==> config.mk <==
export PLATFORM = sky130hd
export DESIGN_NAME = intel_hex_to_omf_content
export DESIGN_NICKNAME = d
export VERILOG_FILES = /design/src/sv/ihex_pkg.sv /design/src/sv/intel_hex_to_omf_content.sv /design/src/sv/ihex_parser.sv
export SDC_FILE = /design/constraint.sdc
export NUM_CORES = 1
export LEC_CHECK = 0
export BUFFER_PORTS_ARGS = -buffer_cell sky130_fd_sc_hd__buf_2
export CAP_MARGIN = 10
export CORE_UTILIZATION = 30
export DETAILED_ROUTE_END_ITERATION = 8
export PLACE_DENSITY_LB_ADDON = 0.08
export REMOVE_ABC_BUFFERS = 1
export SLEW_MARGIN = 10
export SYNTH_ARGS = -nofsm -noshare
export SYNTH_HDL_FRONTEND = slang
export SYNTH_SLANG_ARGS = --single-unit
==> constraint.sdc <==
create_clock -name clk -period 8.5 [get_ports clk]
set_clock_uncertainty 0.2 [all_clocks]
set_input_delay 0.85 -clock clk [delete_from_list [all_inputs] [get_ports clk]]
set_output_delay 0.85 -clock clk [all_outputs]
set_load 0.02 [all_outputs]
==> src/sv/ihex_pkg.sv <==
// Shared types, constants and helper functions for the Intel HEX to OMF
// content converter. No dependencies; imported by every other file.
package ihex_pkg;

  // Content record size that forces a close at the start of the next record.
  localparam int unsigned MAX_CONTENT = 49152;
  localparam logic [15:0] CONTENT_LIMIT = 16'(MAX_CONTENT);

  // OMF record constants.
  localparam logic [7:0]  OMF_CONTENT_BASE = 8'd6;
  localparam logic [15:0] OMF_LEN_EXTRA    = 16'd4;
  localparam logic [7:0]  OMF_END_BASE     = 8'd10;

  // Character codes and record layout.
  localparam logic [6:0] CHAR_COLON   = 7'h3a;
  localparam logic [6:0] CHAR_LOWER_A = 7'h61;
  localparam logic [6:0] CHAR_LOWER_Z = 7'h7a;
  localparam logic [6:0] CASE_OFFSET  = 7'h20;
  localparam logic [7:0] ADDR_BYTES   = 8'd2;
  localparam logic [7:0] BAD_DIGIT    = 8'hff;

  // Configuration register indexes.
  localparam int unsigned CFG_IDX_W = 2;
  localparam logic [CFG_IDX_W-1:0] CFG_OVERRIDE_EN = 2'd0;
  localparam logic [CFG_IDX_W-1:0] CFG_START_ADDR  = 2'd1;

  // Parser phases.
  typedef enum logic [3:0] {
    PH_WAIT  = 4'd0,
    PH_LEN   = 4'd1,
    PH_ADDR  = 4'd2,
    PH_TYPE  = 4'd3,
    PH_DATA  = 4'd4,
    PH_CSUM  = 4'd5,
    PH_EADDR = 4'd6,
    PH_ETYPE = 4'd7,
    PH_ECSUM = 4'd8,
    PH_DONE  = 4'd9,
    PH_HALT  = 4'd10
  } phase_t;

  // Result item kinds.
  typedef enum logic [1:0] {
    KIND_DATA     = 2'd0,
    KIND_CLOSE    = 2'd1,
    KIND_END      = 2'd2,
    KIND_CSUM_ERR = 2'd3
  } kind_t;

  typedef struct packed {
    logic        override_en;
    logic [15:0] start_addr;
  } ihex_cfg_t;

  typedef struct packed {
    kind_t       kind;
    logic [7:0]  data_byte;
    logic [15:0] address;
    logic [15:0] data_count;
    logic [7:0]  record_checksum;
    logic        start_warning;
  } ihex_result_t;

  // Map a lower-case letter to upper case; everything else passes.
  function automatic logic [6:0] to_upper(logic [6:0] c);
    logic [6:0] u;
    u = c;
    if (c >= CHAR_LOWER_A && c <= CHAR_LOWER_Z) begin
      u = c - CASE_OFFSET;
    end
    return u;
  endfunction

  // Value of a hex digit; any other character reads as all ones.
  function automatic logic [7:0] hex_value(logic [6:0] c);
    logic [7:0] v;
    v = BAD_DIGIT;
    if (c >= 7'h30 && c <= 7'h39) begin
      v = {1'b0, c - 7'h30};
    end else if (c >= 7'h41 && c <= 7'h46) begin
      v = {1'b0, c - 7'h37};
    end
    return v;
  endfunction

endpackage

==> src/sv/intel_hex_to_omf_content.sv <==
// Top level of the Intel HEX to OMF content converter: handshakes,
// configuration registers, input and result registers.
// Depends on ihex_pkg and ihex_parser.
//
//   Channel | Direction | Handshake          | Payload
//   --------+-----------+--------------------+-------------------------------------
//   in_     | in        | in_valid/in_stall  | in_char_in
//   out_    | out       | out_valid/out_stall| kind, data_byte, address, data_count,
//           |           |                    | record_checksum, start_warning
//   cfg_    | in        | cfg_valid/cfg_ready| cfg_index, cfg_data
//
// One character per cycle unless stalled: a character is registered, parsed by
// combinational logic and its result, if any, is loaded into the output register.
// The input register stalls only while a result waits in the output register
// and out_stall is high.
// Reset is synchronous and active low; cfg_ready is always high.
module intel_hex_to_omf_content (
  input  logic        clk,
  input  logic        rst_n,
  input  logic        in_valid,
  output logic        in_stall,
  input  logic [7:0]  in_char_in,
  output logic        out_valid,
  input  logic        out_stall,
  output logic [1:0]  out_kind,
  output logic [7:0]  out_data_byte,
  output logic [15:0] out_address,
  output logic [15:0] out_data_count,
  output logic [7:0]  out_record_checksum,
  output logic        out_start_warning,
  input  logic        cfg_valid,
  output logic        cfg_ready,
  input  logic [ihex_pkg::CFG_IDX_W-1:0] cfg_index,
  input  logic [15:0] cfg_data
);
  import ihex_pkg::*;

  ihex_cfg_t    cfg_r;
  logic         in_vld_r, in_vld_nxt;
  logic [7:0]   in_char_r;
  logic         out_valid_r, out_valid_nxt;
  ihex_result_t out_res_r;
  logic         advance;
  logic         step;
  logic         res_valid;
  ihex_result_t res;

  // Configuration writes.
  assign cfg_ready = 1'b1;
  always_ff @(posedge clk) begin
    if (!rst_n) begin
      cfg_r <= '0;
    end else if (cfg_valid && cfg_ready) begin
      if (cfg_index == CFG_OVERRIDE_EN) begin
        cfg_r.override_en <= cfg_data[0];
      end else if (cfg_index == CFG_START_ADDR) begin
        cfg_r.start_addr <= cfg_data;
      end
    end
  end

  // The parse step runs unless a result is blocked in the output register.
  assign advance  = !(out_valid_r && out_stall);
  assign step     = in_vld_r && advance;
  assign in_stall = in_vld_r && !advance;

  // Input register.
  assign in_vld_nxt = in_stall ? in_vld_r : in_valid;
  always_ff @(posedge clk) begin
    if (!rst_n) begin
      in_vld_r <= 1'b0;
    end else begin
      in_vld_r <= in_vld_nxt;
    end
  end

  always_ff @(posedge clk) begin
    if (in_valid && !in_stall) begin
      in_char_r <= in_char_in;
    end
  end

  ihex_parser u_parser (
    .clk         (clk),
    .rst_n       (rst_n),
    .step_i      (step),
    .char_i      (in_char_r),
    .cfg_i       (cfg_r),
    .res_valid_o (res_valid),
    .res_o       (res)
  );

  // Output register.
  assign out_valid_nxt = advance ? (step && res_valid) : out_valid_r;
  always_ff @(posedge clk) begin
    if (!rst_n) begin
      out_valid_r <= 1'b0;
    end else begin
      out_valid_r <= out_valid_nxt;
    end
  end

  always_ff @(posedge clk) begin
    if (step && res_valid) begin
      out_res_r <= res;
    end
  end

  assign out_valid           = out_valid_r;
  assign out_kind            = out_res_r.kind;
  assign out_data_byte       = out_res_r.data_byte;
  assign out_address         = out_res_r.address;
  assign out_data_count      = out_res_r.data_count;
  assign out_record_checksum = out_res_r.record_checksum;
  assign out_start_warning   = out_res_r.start_warning;

endmodule

==> src/sv/ihex_parser.sv <==
// Character-level Intel HEX record parser and OMF content tracker.
// Holds the parse state and produces at most one result per character.
// Depends on ihex_pkg.
module ihex_parser (
  input  logic                  clk,
  input  logic                  rst_n,
  input  logic                  step_i,
  input  logic [7:0]            char_i,
  input  ihex_pkg::ihex_cfg_t   cfg_i,
  output logic                  res_valid_o,
  output ihex_pkg::ihex_result_t res_o
);
  import ihex_pkg::*;

  phase_t      phase_r, phase_nxt;
  logic        pending_r, pending_nxt;
  logic [3:0]  hn_r, hn_nxt;
  logic [7:0]  record_sum_r, record_sum_nxt;
  logic [7:0]  record_len_r, record_len_nxt;
  logic [7:0]  bytes_left_r, bytes_left_nxt;
  logic [15:0] record_addr_r, record_addr_nxt;
  logic [15:0] next_addr_r, next_addr_nxt;
  logic [15:0] content_start_r, content_start_nxt;
  logic [15:0] content_count_r, content_count_nxt;
  logic [7:0]  content_sum_r, content_sum_nxt;

  logic [6:0]  c;
  logic [7:0]  n;
  logic [7:0]  b;
  logic [7:0]  sum_upd;
  logic [7:0]  left_dec;
  logic [15:0] addr_shift;
  logic [15:0] close_len;
  logic [7:0]  close_sum;
  logic [15:0] end_start;
  logic [7:0]  end_sum;
  logic        byte_path;
  ihex_result_t close_res;

  // State registers.
  always_ff @(posedge clk) begin
    if (!rst_n) begin
      phase_r         <= PH_WAIT;
      pending_r       <= 1'b0;
      hn_r            <= '0;
      record_sum_r    <= '0;
      record_len_r    <= '0;
      bytes_left_r    <= '0;
      record_addr_r   <= '0;
      next_addr_r     <= '0;
      content_start_r <= '0;
      content_count_r <= '0;
      content_sum_r   <= '0;
    end else begin
      phase_r         <= phase_nxt;
      pending_r       <= pending_nxt;
      hn_r            <= hn_nxt;
      record_sum_r    <= record_sum_nxt;
      record_len_r    <= record_len_nxt;
      bytes_left_r    <= bytes_left_nxt;
      record_addr_r   <= record_addr_nxt;
      next_addr_r     <= next_addr_nxt;
      content_start_r <= content_start_nxt;
      content_count_r <= content_count_nxt;
      content_sum_r   <= content_sum_nxt;
    end
  end

  // Character decode and the byte assembled from the stored high nibble.
  assign c          = to_upper(char_i[6:0]);
  assign n          = hex_value(c);
  assign b          = {hn_r, 4'h0} + n;
  assign sum_upd    = record_sum_r + b;
  assign left_dec   = bytes_left_r - 8'd1;
  assign addr_shift = {record_addr_r[7:0], b};

  // Close item for the content record built so far.
  assign close_len = content_count_r + OMF_LEN_EXTRA;
  assign close_sum = OMF_CONTENT_BASE + close_len[7:0] + close_len[15:8]
                   + content_start_r[7:0] + content_start_r[15:8] + content_sum_r;
  always_comb begin
    close_res                 = '0;
    close_res.kind            = KIND_CLOSE;
    close_res.address         = content_start_r;
    close_res.data_count      = content_count_r;
    close_res.record_checksum = 8'd0 - close_sum;
  end

  // Module start for the end record.
  assign end_start = cfg_i.override_en ? cfg_i.start_addr : record_addr_r;
  assign end_sum   = OMF_END_BASE + end_start[7:0] + end_start[15:8];

  // Next state and result.
  always_comb begin
    phase_nxt         = phase_r;
    pending_nxt       = pending_r;
    hn_nxt            = hn_r;
    record_sum_nxt    = record_sum_r;
    record_len_nxt    = record_len_r;
    bytes_left_nxt    = bytes_left_r;
    record_addr_nxt   = record_addr_r;
    next_addr_nxt     = next_addr_r;
    content_start_nxt = content_start_r;
    content_count_nxt = content_count_r;
    content_sum_nxt   = content_sum_r;
    res_valid_o       = 1'b0;
    res_o             = '0;
    byte_path         = 1'b0;

    if (step_i) begin
      unique case (phase_r)
        PH_WAIT: begin
          if (c == CHAR_COLON) begin
            record_sum_nxt = '0;
            pending_nxt    = 1'b0;
            phase_nxt      = PH_LEN;
          end
        end
        PH_LEN, PH_ADDR, PH_TYPE, PH_DATA, PH_CSUM,
        PH_EADDR, PH_ETYPE, PH_ECSUM: begin
          byte_path = 1'b1;
        end
        default: begin
          // Done, halted or an unused code: characters are ignored.
        end
      endcase
    end

    if (byte_path) begin
      if (!pending_r) begin
        hn_nxt      = n[3:0];
        pending_nxt = 1'b1;
      end else begin
        pending_nxt    = 1'b0;
        record_sum_nxt = sum_upd;
        unique case (phase_r)
          PH_LEN: begin
            record_len_nxt  = b;
            bytes_left_nxt  = ADDR_BYTES;
            record_addr_nxt = '0;
            if (b != 8'd0) begin
              phase_nxt = PH_ADDR;
            end else begin
              // End-of-file record: flush the open content record.
              res_valid_o       = (content_count_r != 16'd0);
              res_o             = close_res;
              content_count_nxt = '0;
              content_sum_nxt   = '0;
              phase_nxt         = PH_EADDR;
            end
          end
          PH_ADDR: begin
            record_addr_nxt = addr_shift;
            bytes_left_nxt  = left_dec;
            if (left_dec == 8'd0) begin
              // Start a new content record on a gap or when the limit is hit.
              if (next_addr_r != addr_shift || content_count_r >= CONTENT_LIMIT) begin
                res_valid_o       = (content_count_r != 16'd0);
                res_o             = close_res;
                content_count_nxt = '0;
                content_sum_nxt   = '0;
                content_start_nxt = addr_shift;
                next_addr_nxt     = addr_shift;
              end
              phase_nxt = PH_TYPE;
            end
          end
          PH_TYPE: begin
            bytes_left_nxt = record_len_r;
            phase_nxt      = PH_DATA;
          end
          PH_DATA: begin
            res_valid_o       = 1'b1;
            res_o.kind        = KIND_DATA;
            res_o.data_byte   = b;
            res_o.address     = next_addr_r;
            next_addr_nxt     = next_addr_r + 16'd1;
            content_count_nxt = content_count_r + 16'd1;
            content_sum_nxt   = content_sum_r + b;
            bytes_left_nxt    = left_dec;
            if (left_dec == 8'd0) begin
              phase_nxt = PH_CSUM;
            end
          end
          PH_CSUM: begin
            if (sum_upd != 8'd0) begin
              res_valid_o = 1'b1;
              res_o.kind  = KIND_CSUM_ERR;
              phase_nxt   = PH_HALT;
            end else begin
              phase_nxt = PH_WAIT;
            end
          end
          PH_EADDR: begin
            record_addr_nxt = addr_shift;
            bytes_left_nxt  = left_dec;
            if (left_dec == 8'd0) begin
              phase_nxt = PH_ETYPE;
            end
          end
          PH_ETYPE: begin
            phase_nxt = PH_ECSUM;
          end
          PH_ECSUM: begin
            res_valid_o           = 1'b1;
            res_o.kind            = KIND_END;
            res_o.address         = end_start;
            res_o.record_checksum = 8'd0 - end_sum;
            res_o.start_warning   = !cfg_i.override_en && (sum_upd != 8'd0);
            phase_nxt             = PH_DONE;
          end
          default: begin
            phase_nxt = PH_HALT;
          end
        endcase
      end
    end
  end

endmodule

* Word level (Yosys, flattened, before mapping)
Cells that the tools add are included.
** Operators by class
- $lt $le $gt $ge :: 7
- Add/subtract/negate cells :: 19
- Eq/ne operators :: 14
- Bitwise logic cells :: 2
- Multiplexer cells :: 56
- Reduce and logical (&&, ||, !) cells :: 41
** Operators with widths (number)
- $mux 50 :: 2
- $mux 16 :: 6
- $pmux 16 s2 :: 3
- $mux 8 :: 10
- $pmux 8 s3 :: 3
- $add 8x8->8 :: 8
- $pmux 16 s4 :: 1
- $mux 51 :: 1
- $pmux 16 s3 :: 1
- $mux 4 :: 9
- $add 16x1->16 const B :: 2
- $pmux 4 s8 :: 1
- $pmux 9 s3 :: 1
- $sub 7x6->7 const B :: 3
- $add 16x3->16 const B :: 1
- $eq 4x3->1 const B :: 4
- $ge 16x16->1 const B :: 1
- $ne 16x16->1 :: 1
- $reduce_bool 16->1 :: 1
- $reduce_bool 8->1 :: 2
- $sub 1x8->8 const A :: 2
- $reduce_and 3->1 :: 5
- $ge 7x7->1 const B :: 2
- $le 7x7->1 const B :: 2
- 33 further kinds :: 67
** Storage, ports and cells
- Word-level logic and storage cells :: 161
- Input port bits :: 31
- Register bits :: 182
- Output and inout bits :: 54

* Logic depth before layout (Yosys ltp)
- Depth after elaboration :: 16
- Gate-level depth with buffers :: 26

* Hierarchy
A second synthesis with hierarchy kept.
** Unflattened totals
- Cell total of the unflattened synthesis :: 1257
- Area, all modules :: 11328.4 um2
** By module, submodules not included
- ihex_parser :: times used 1, cells each 1111, area an instance 8757.1 um2, sequential area each 2102.0 um2
- intel_hex_to_omf_content :: times used 1, cells each 146, area an instance 2571.2 um2, sequential area each 2152.1 um2

* Worst setup path after synthesis
Ideal clock, no wire load.
- Path kind :: register to register
- From :: reg in_char_r[0]
- To :: reg out_res_r, in the netlist out_address[0], enable pin
- Cell stages (with the launch flop) :: 22
- Library setup time :: 460 ps
- Path buffers :: 2
- Period minus slack after synthesis :: 7268 ps
- Path slack :: 1232 ps
- Arrival :: 6609 ps
- Required time :: 7840 ps
- Cells stage by stage :: edfxtp_1 buf_2 or3_4 o221ai_2 o21ai_0 ha_1 o2bb2ai_1 a31oi_1 or2_1 buf_2 o21a_1 inv_1 fa_1 inv_1 or3_1 or4_1 a221o_1 nor3_1 nor2_1 a21oi_1 a21oi_1 nor2_1
** On the way
- Word-level cells in the longest chain between the ends :: 16
** RTL lines
- start: declaration :: RTL line intel_hex_to_omf_content.sv:40 : logic [7:0] in_char_r;
- start signal: assignment :: RTL line intel_hex_to_omf_content.sv:79 : in_char_r <= in_char_in;
- $ge 7x7->1 / $le 7x7->1 (equally long branches) :: RTL line ihex_pkg.sv:68 : if (c >= CHAR_LOWER_A && c <= CHAR_LOWER_Z) begin
- $logic_and 1x1->1 :: RTL line ihex_pkg.sv:68
- $mux 7 * :: RTL line ihex_pkg.sv:68
- $ge 7x7->1 / $le 7x7->1 (equally long branches) :: RTL line ihex_pkg.sv:80 : end else if (c >= 7'h41 && c <= 7'h46) begin
- $logic_and 1x1->1 :: RTL line ihex_pkg.sv:80
- $mux 8 :: RTL line ihex_pkg.sv:80
- $mux 8 * :: RTL line ihex_pkg.sv:78 : if (c >= 7'h30 && c <= 7'h39) begin
- $add 8x8->8 * :: RTL line ihex_parser.sv:72 : assign b = {hn_r, 4'h0} + n;
- net u_parser.b[5] :: RTL line ihex_parser.sv:29 : logic [7:0] b;
- parallel branches: the longest is 4 deep, another holds $add 8x8->8
- $pmux 1 s4 * :: RTL line ihex_parser.sv:136 : unique case (phase_r)
- $mux 1 * :: RTL line ihex_parser.sv:130 : if (!pending_r) begin
- $mux 1 * :: RTL line ihex_parser.sv:129 : if (byte_path) begin
- $logic_and 1x1->1 * :: RTL line intel_hex_to_omf_content.sv:104 : if (step && res_valid) begin
- end signal: assignment :: RTL line intel_hex_to_omf_content.sv:105 : out_res_r <= res;
- end: declaration :: RTL line intel_hex_to_omf_content.sv:42 : ihex_result_t out_res_r;
Mark *: on every way through the listed nets, which the timed path passes.
A chain may end at the register's enable or synchronous reset.

* Worst setup path in the final report
- From :: reg in_char_r[2]
- To :: reg out_res_r, in the netlist out_address[6], enable pin
The elaborated chain is that of the path after synthesis.

==> qor.txt <==
Status: complete, but fails checks
Failing checks: DRC
Peak VDD IR: 0.148 mV
Hold Buf Count CTS: 0
Post-CTS setup buffers: 0
Post-synthesis mux area share: 2.97%
Vias: 8785
Leakage power: 0.00432 µW
Placed cell area: 11700 µm²
Synthesis Warnings: 0
Die area: 37100 µm²
Pin count of the biggest net entering global routing: 73
DR vias/cell: 5.02
Core footprint: 35700 µm²
RSZ-0062 raised after global routing: false
Global-route wire length before repair: 51.6 mm
Xor/xnor cell area share of the yosys netlist: 6.20%
Mean Syn Cell Area: 8.84 µm²
Final WL: 33.1 mm
Post-synthesis simple-gate area fraction: 17.9%
Number of max-slew violations in the final report: 0
Netlist cell types: 82
Relative slew slack: 32.6%
Hpwl dp: 23.9 mm
Share of cells above drive strength 1: 12.6%
CTS buffer count: 17
Worst Setup Path Type: register to register
Required @ worst endpoint: 8.38 ns
Area Growth Syn to Fin: 12.2%
Compound-Gate Fraction of Synth Area: 17.7%
Final instance area: 12200 µm²
Hold Fails Final Rpt: 0
Top cell type's share of synthesized area: 22.8%
Final period util: 84.2%
Worst Path Arrival: 7.04 ns
EDFF count, synth: 58
Initial Util: 30.6%
Sequential share of the synthesized area: 38.8%
Io pins: 85
Die X: 193 µm
Area share of fa/ha/maj cells after synthesis: 10.7%
Max-capacitance violation count: 0
Crit path max-delay cell type: fa_1
Post-DR wirelength/cell: 18.9 µm
Mapped cell area: 10900 µm²
Fraction of registers with async set/reset: 0%
Floorplan die height: 193 µm
CP Max Fanout: 45
CP max stage delay: 0.60 ns
RD Place Congestion: 0.786
Tmin final: 7.16 ns
Type of origin of the critical path: register
Post-route ant nets: 0
Worst skew pair latency: 0.45 ns
First-pass DRT Iterations: 7
FF-to-FF setup slack: 1.34 ns
Worst-margin pin slew: 1.01 ns
CTS tree: built
Sequence of cells on the critical path: or3_4 > o221ai_2 > nand3_1 > o21ai_0 > ha_1 > o2bb2ai_1 > a31oi_1 > o22ai_1 > o21ai_0 > ha_1 > inv_1 > fa_1 > inv_1 > ha_1 > o21ai_0 > nor2_1 > o21ai_0 > nand2b_1 > xnor3_1 > nor2_1 > o31ai_1 > a21oi_1 > nor2_4 > buf_4
FMAX: 140 MHz
Hold Path Class: register to register
CTS Root Cell: clkbuf_16
DRT iter0 DRCs: 444
Clock tree sinks: 182
Pwr per Cell Area: 150 nW/µm²
Critical Path Sink Type: register
Initial antenna violation count: 0
Core Rows: 69
Synth Flop Type: dfxtp_1
Vias in the first global route: 8597
Total grt overflow: 0
Area contributors post-synth: dfxtp_1 23%, edfxtp_1 16%, ha_1 6.3%
Total number of H-tree levels: 4
Drt drc: 9
Total Routing Usage GR: 18.6%
CTS resizes: 0
Largest family of logic cells by synthesized area: simple AND/OR/NAND/NOR gates
Syn Inst Count: 1233
Fin Setup TNS: 0 ns
Nets: 1386
N_diodes: 0
Final setup viols: 0
Worst-path clk slew: 0.08 ns
Bufs on Longest Clock Path: 2
Yosys top cell by area: dfxtp_1
Port Buf Inserts: 82
Crit-path most repeated cell: o21ai_0
#FFs+latches synth: 182
-- cells in the final DEF (no fill, tap or decap), types with 9 or more instances in the layout --
cell type and count:
inv_1 78, xnor2_1 39, nor4_1 10, xor2_1 33, nor2_1 140, a31oi_1 10, or3_1 12, buf_4 15
fa_1 24, edfxtp_1 58, nand2_1 133, dfxtp_1 124, and3_1 16, a21o_1 9, clkbuf_16 17, buf_2 82
mux2_2 11, a22oi_1 34, mux2i_1 20, nor3_1 17, o21ai_0 29, a21oi_1 106, o21ai_1 14, and2_1 17
or4_1 9, nand3_1 19, ha_1 55, o31ai_1 10, a211oi_1 16
-- registers in the layout, indices dropped and copies added (netlist names), 7 cells and up --
| name | flops |
|---|---|
| out_data_byte | 8 |
| out_record_checksum | 8 |
| u_parser.next_addr_r | 16 |
| out_address | 16 |
| u_parser.record_len_r | 8 |
| cfg_r | 17 |
| in_char_r | 7 |
| u_parser.record_addr_r | 16 |
| out_data_count | 16 |
| u_parser.content_count_r | 16 |
| u_parser.record_sum_r | 8 |
| u_parser.content_sum_r | 8 |
| u_parser.content_start_r | 16 |
| u_parser.bytes_left_r | 8 |
-- kinds of logic after synthesis --
family                   Yosys count
XOR/XNOR                          74
buffers and inverters            152
multiplexers                      31
AND/OR/NAND/NOR                  421
flip-flops                       182
AO/OA/AOI/OAI                    293
other                              1
adder cells (fa/ha/maj)           79
-- report_power, final --
| group | total [µW] | switching, µW | internal [µW] | leakage [µW] |
|---|---|---|---|---|
| combinational | 159 | 107 | 52.3 | 0.00254 |
| sequential | 910 | 11.5 | 898 | 0.00150 |
| clock | 765 | 378 | 387 | 0.000275 |
| total | 1830 | 497 | 1340 | 0.00432 |
-- cell usage after synthesis (7+ instances only) --
cell type / n
ha_1: 55
and2_1: 17
a31oi_1: 10
nor3_1: 17
fa_1: 24
o31ai_1: 10
nand3_1: 19
and3_1: 16
edfxtp_1: 58
nand2b_1: 8
or3_1: 12
inv_1: 78
or2_2: 7
o211ai_1: 8
nor2_1: 142
xor2_1: 33
or4_1: 9
a2bb2oi_1: 8
nand2_1: 133
a22oi_1: 34
mux2i_1: 20
buf_2: 8
nor2b_1: 8
mux2_2: 11
nand4_1: 7
dfxtp_1: 124
clkbuf_1: 51
o21ai_0: 30
a211oi_1: 16
xnor2_1: 39
a21oi_1: 106
nor4_1: 10
o21ai_1: 13
a21o_1: 9
-- area by class of cell --
cell class | count | area, µm²
multi-input cells | 899 | 6070
flip-flops and latches | 182 | 4220
clock buffers | 19 | 443
well taps | 461 | 577
fillers | 3799 | 23400
repair buffers | 97 | 523
clock inverters | 13 | 96.3
inverters | 79 | 297
-- stage by stage --
stage                     hold slack, ns  setup WS (ns)  util [%]  total power (µW)  std cells
after CTS                          0.263           1.39      34.3              1860       1750
after global routing               0.279          0.742      34.3              1910       1750
after floorplan                    0.233           1.20         -              1030       1160
after detailed placement           0.252           1.43      32.8              1090       1718
final                              0.260           1.34      34.3              1830       1750
after global placement             0.251           1.45      32.8              1090       1718
-- routing by layer --
| metal | GRT usage [%] | vias to the layer above | share of wire (%) |
|---|---|---|---|
| li1 | - | 4398 | - |
| met1 | 25.2 | 4227 | 48 |
| met2 | 30.5 | 130 | 47 |
| met3 | 2.55 | 30 | 2.3 |
| met4 | 6.06 | 0 | 2.0 |
| met5 | 0 | - | 0 |
-- worst max-delay path, delay by kind of cell (launching register included) --
kind	cells	cell delay, ns
AO/OA/AOI/OAI	10	2.10
buffers and inverters	3	0.96
flip-flops	1	0.56
adder cells (fa/ha/maj)	4	1.47
AND/OR/NAND/NOR	6	1.15
XOR/XNOR	1	0.28
-- final timing paths --
check | depth (start not counted) | start | to
worst min register to register | 2 | cfg_r[8] | cfg_r[8]
worst max register to register | 24 | in_char_r[2] | out_address[6]
worst max-delay path | 24 | in_char_r[2] | out_address[6]
worst min-delay path | 2 | cfg_r[8] | cfg_r[8]
(Power assumes the default switching activity.)
